--- src/hw/rtl/mro_pkg.sv ---
// Types, constants and the rounding function of the oscillator bank.
package mro_pkg;

    localparam int COEF_W = 18;
    localparam int PH_W   = 24;
    localparam int PROD_W = COEF_W + PH_W;
    localparam int ACC_W  = PROD_W + 1;

    localparam logic signed [PH_W-1:0] PH_MAX = 24'sh7FFFFF;
    localparam logic signed [PH_W-1:0] PH_MIN = -24'sh800000;

    localparam logic CMD_LOAD = 1'b0;
    localparam logic CMD_TICK = 1'b1;

    typedef struct packed {
        logic signed [COEF_W-1:0] c;
        logic signed [COEF_W-1:0] s;
        logic signed [PH_W-1:0]   x;
        logic signed [PH_W-1:0]   y;
    } tone_t;

    typedef struct packed {
        logic  act;
        tone_t tone;
    } rot_out_t;

    // Round half up, drop 16 fraction bits, saturate to the phasor range.
    function automatic logic signed [PH_W-1:0] round_sat(input logic signed [ACC_W-1:0] acc);
        logic signed [ACC_W:0]    v;
        logic signed [ACC_W-16:0] q;
        logic signed [PH_W-1:0]   r;
        v = (ACC_W+1)'(acc) + (ACC_W+1)'(32768);
        q = v[ACC_W:16];
        if (q > (ACC_W-15)'(PH_MAX))
            r = PH_MAX;
        else if (q < (ACC_W-15)'(PH_MIN))
            r = PH_MIN;
        else
            r = q[PH_W-1:0];
        return r;
    endfunction

endpackage

--- src/hw/rtl/mro_cell.sv ---
// One cell of the tone ring: holds one tone's coefficients and phasor.
module mro_cell (
    input  logic          clk,
    input  logic          rst_n,
    input  logic          load_en,
    input  mro_pkg::tone_t load_data,
    input  logic          shift_en,
    input  mro_pkg::tone_t shift_in,
    output mro_pkg::tone_t tone_out
);
    import mro_pkg::*;

    tone_t tone_reg;

    always_ff @(posedge clk or negedge rst_n)
    begin
        if (!rst_n)
        begin
            tone_reg <= '0;
        end
        else if (load_en)
        begin
            tone_reg <= load_data;
        end
        else if (shift_en)
        begin
            tone_reg <= shift_in;
        end
    end

    assign tone_out = tone_reg;

endmodule

--- config.mk ---
export PLATFORM = sky130hd
export DESIGN_NAME = mro_cell
export DESIGN_NICKNAME = d
export VERILOG_FILES = /design/src/hw/rtl/mro_pkg.sv /design/src/hw/rtl/mro_cell.sv
export SDC_FILE = /design/constraint.sdc
export NUM_CORES = 1
export LEC_CHECK = 0
export ABC_CLOCK_PERIOD_IN_PS = 800
export BUFFER_PORTS_ARGS = -buffer_cell sky130_fd_sc_hd__buf_2
export CELL_PAD_IN_SITES_DETAIL_PLACEMENT = 1
export CELL_PAD_IN_SITES_GLOBAL_PLACEMENT = 1
export CORE_ASPECT_RATIO = 0.5
export CORE_MARGIN = 2
export CORE_UTILIZATION = 27
export CTS_CLUSTER_SIZE = 14
export DETAILED_ROUTE_END_ITERATION = 10
export PLACE_DENSITY = 0.88
export SYNTH_ARGS = -nofsm -noshare
export SYNTH_HDL_FRONTEND = slang
export SYNTH_SLANG_ARGS = --single-unit
export TNS_END_PERCENT = 20
--- constraint.sdc ---
create_clock -name clk -period 0.8 [get_ports clk]
set_input_delay 0.08 -clock clk [delete_from_list [all_inputs] [get_ports clk]]
set_output_delay 0.08 -clock clk [all_outputs]
set_load 0.01 [all_outputs]
* Word-level counts from Yosys, hierarchy flattened
Cells that the tools add are included.
** Word-level totals
- Register bits after elaboration :: 84
** Operators by class
- Muxes and demuxes :: 2
- Reductions and logical operators :: 1
** Operator list (number)
- $mux W84 :: 2
- $reduce_bool A2 Y1 :: 1

* Depth between registers and ports, before layout
- Word-level depth :: 2
- Depth in mapped cells :: 5
- Gate-level depth less buffers :: 2

* Worst setup path after synthesis
Ideal clock, no wire load.
- Path kind :: input-to-reg
- Start :: in shift_en
- End :: reg tone_reg, in the netlist tone_out[24]
- Required time :: 0.668 ns
- Path slack :: -0.049 ns
- Path buffers :: 3
- Library setup time :: 0.132 ns
- Stages :: 5
- Arrival time :: 0.717 ns
- Cells stage by stage :: buf_4 buf_12 buf_12 mux2i_1 o21ai_1
** Between the ends
- Longest elaborated chain between the ends :: 1
** RTL lines
- start, declared :: RTL line mro_cell.sv:7 : input logic shift_en,
- $reduce_bool A2 Y1 (no line)
- end signal, assigned :: RTL line mro_cell.sv:23 : tone_reg <= load_data;
- end signal, assigned :: RTL line mro_cell.sv:27 : tone_reg <= shift_in;
- end, declared :: RTL line mro_cell.sv:13 : tone_t tone_reg;
No other way between the ends.
A chain may end at the register's enable or synchronous reset.

* Final worst setup path
- Start :: reg tone_reg, in the netlist tone_out[66]
- End :: out tone_out[66] in the netlist's numbering
** RTL lines
- end, declared :: RTL line mro_cell.sv:9 : output mro_pkg::tone_t tone_out
No word-level cell between the ends.

==> flow_summary.json <==
{
  "status": "complete, but fails checks",
  "violations": "negative setup slack",
  "switching_share_pct": 27.6,
  "overflow": 0,
  "slowest_delay_ps": 420,
  "grt_max_degree": 42,
  "setup_violations": 101,
  "clkSinkCount": 84,
  "path_class": "reg -> out",
  "internal_power_mw": 8.81,
  "worst_pin_slew_ps": 208,
  "clkSlewWorstSetupHoldPaths_ps": 70,
  "area.growth.synth_to_final_pct": 77.2,
  "combPwrFrac_pct": 24.1,
  "cts_buffers": 9,
  "mostFrequentLayoutCells": "217 x buf_2, 85 x dlygate4sd3_1, 84 x nand2_1, 84 x dfrtp_1, 80 x mux2i_1",
  "crit_chain": "buf_6",
  "netlist_area_um2": 3930,
  "synth_area_leader_cell": "dfrtp_1",
  "timing.final.crit_share_pct": 122,
  "clock_latency_ps": 340,
  "cts_tree": "yes",
  "syn_nets": 536,
  "synth_cell_types": 10,
  "cp_num_buf_inv": 1,
  "rsz0062_at_grt": "yes",
  "vdd_ir_drop_max_v": 0.00105,
  "synth-seq-cells": 84,
  "hold_viol_final": 0,
  "grt_usage_pct": 20.6,
  "io_buffers": 255,
  "synth_cells": 364,
  "clockBufferDepth": 2,
  "crit_family": "flip-flops",
  "timing.fmax_ghz": 1.03,
  "instances_no_fill": 923,
  "cts_max_level": 3,
  "core_region_area_um2": 14400,
  "vias": 4348,
  "cp-end-kind": "output port",
  "drc": 0,
  "fin_nets": 891,
  "setup_ws_ps": -174,
  "ys_warn_count": 0,
  "p_leak_nw": 3.60,
  "fp.dieArea_um2": 15600,
  "yosysSeqAreaShare_pct": 53.5,
  "place_worst_setup_slack_ps": -169,
  "io_pins": 256,
  "placementRows": 31,
  "antenna_found_initial": 1,
  "relSlewSlack_pct": 85.7,
  "fin_skew_ps": 0,
  "synth.avg_cell_area_um2": 10.8,
  "slowest_stage": "dfrtp_1",
  "start_kind": "flop",
  "hpwl_um": 10100,
  "final_max_slew_viol_count": 0,
  "final_common_cell": "buf_2",
  "switchingPower_mw": 3.37,
  "cap_violations": 0,
  "root_buffer": "clkbuf_16",
  "clkPwrFrac_pct": 35.5,
  "crit_fanout": 2,
  "grt_pass1_vias": 4781,
  "avgRoutedWirePerCell_um": 18.9,
  "fp.dieW_um": 175,
  "die_h_um": 89.3,
  "critPathArrivalTime_ps": 890,
  "drive_above_1_share_pct": 42.3,
  "postRouteAntennaNets": 0,
  "seq_power_share_pct": 40.4,
  "yosys-top-cells-area": "dfrtp_1 53%, mux2i_1 21%, nand2_1 8.0%",
  "period_needed_ps": 974,
  "largest_register_ffs": 84,
  "hold_path_class": "in -> reg",
  "start_util_pct": 27.4,
  "synth_top_area_share_pct": 53.5,
  "wirelength_um": 17400,
  "grt_pass1_wl_um": 24700,
  "power_density_nw_per_um2": 1750,
  "drtIter0Drc": 132,
  "gp_congestion": 0.786,
  "drt_first_pass_iters": 4,
  "required_ps": 720,
  "detail_route.vias_per_cell": 4.71,
  "dpl.cell_count": 806
}
==> metrics by stage <==
stage          power, mW  setup TNS (ps)  utilization, %  hold WS [ps]  cell area (µm²)
6_report            12.2          -13070            48.5          22.7             6970
5_1_grt             12.7          -16790            48.5          18.2             6960
4_1_cts             12.0          -12980            47.1          5.94             6750
3_5_place_dp        7.11           -8660            38.1          77.9             5460
3_3_place_gp        7.00           -6540            38.1          70.2             5460
2_1_floorplan       5.94            -756               -          -216             3940
==> power by group through the flow <==
stage          Clock, mW  Sequential (mW)  Combinational [mW]
3_3_place_gp           0             4.90                2.10
5_1_grt             4.61             4.96                3.17
3_5_place_dp           0             4.92                2.19
4_1_cts             4.43             4.88                2.65
6_report            4.32             4.92                2.94
2_1_floorplan          0             5.11               0.838
==> per-layer routing <==
| metal | global-route usage [%] | wire [µm] | vias up |
|---|---|---|---|
| li1 | - | - | 1954 |
| met1 | 19.5 | 5750 | 2164 |
| met2 | 41.7 | 10300 | 156 |
| met3 | 4.97 | 624 | 74 |
| met4 | 12.0 | 812 | 0 |
| met5 | 0 | 0 | - |
==> synth_stat cells <==
cell / number
buf_4: 2
buf_2: 10
nand2_1: 84
o21ai_1: 60
o21ai_0: 24
mux2i_1: 84
buf_6: 2
dfrtp_1: 84
clkbuf_1: 7
buf_12: 7
==> repair_timing <==
item,4_1_cts,5_1_grt
pin swaps,0,2
hold endpoints to repair,167,1
hold buffers,84,1
endpoints found under the setup margin,84,101
gates resized for setup,22,28
buffers inserted,3,12
==> cells by family (layout without fill, tap and decap cells) <==
kind of cell           count (synthesis)  count (layout)  share of synthesized area (%)
AOI/OAI and AO/OA                     84              84                           10.7
muxes                                 84              84                           21.4
DFF                                   84              84                           53.5
and+or+nand+nor                       84              84                           8.02
buffers and inverters                 28             387                           6.46
other                                  0               2                              0
==> final timing paths <==
check                                          from                  endpoint  slack, ps  cells past startpoint
max                        tone_out[66]$_DFFE_PN0P_              tone_out[66]       -170                      1
min                                    shift_in[32]  tone_out[32]$_DFFE_PN0P_         20                      3
max reg2reg                tone_out[66]$_DFFE_PN0P_  tone_out[66]$_DFFE_PN0P_       -140                      3
min reg2reg                tone_out[24]$_DFFE_PN0P_  tone_out[24]$_DFFE_PN0P_        550                      2
max in group asynchronous                     rst_n  tone_out[81]$_DFFE_PN0P_        280                      3
min in group asynchronous                     rst_n  tone_out[43]$_DFFE_PN0P_        270                      3
==> area by class of cell <==
class	count	area [µm²]
clock buffers	11	253
repair buffers	372	2720
diodes	2	5.00
well taps	198	248
multi-input cells	252	1590
fillers	1684	7380
flip-flops and latches	84	2100
clock inverters	4	48.8
No activity file was read; power rests on OpenSTA's default activity.
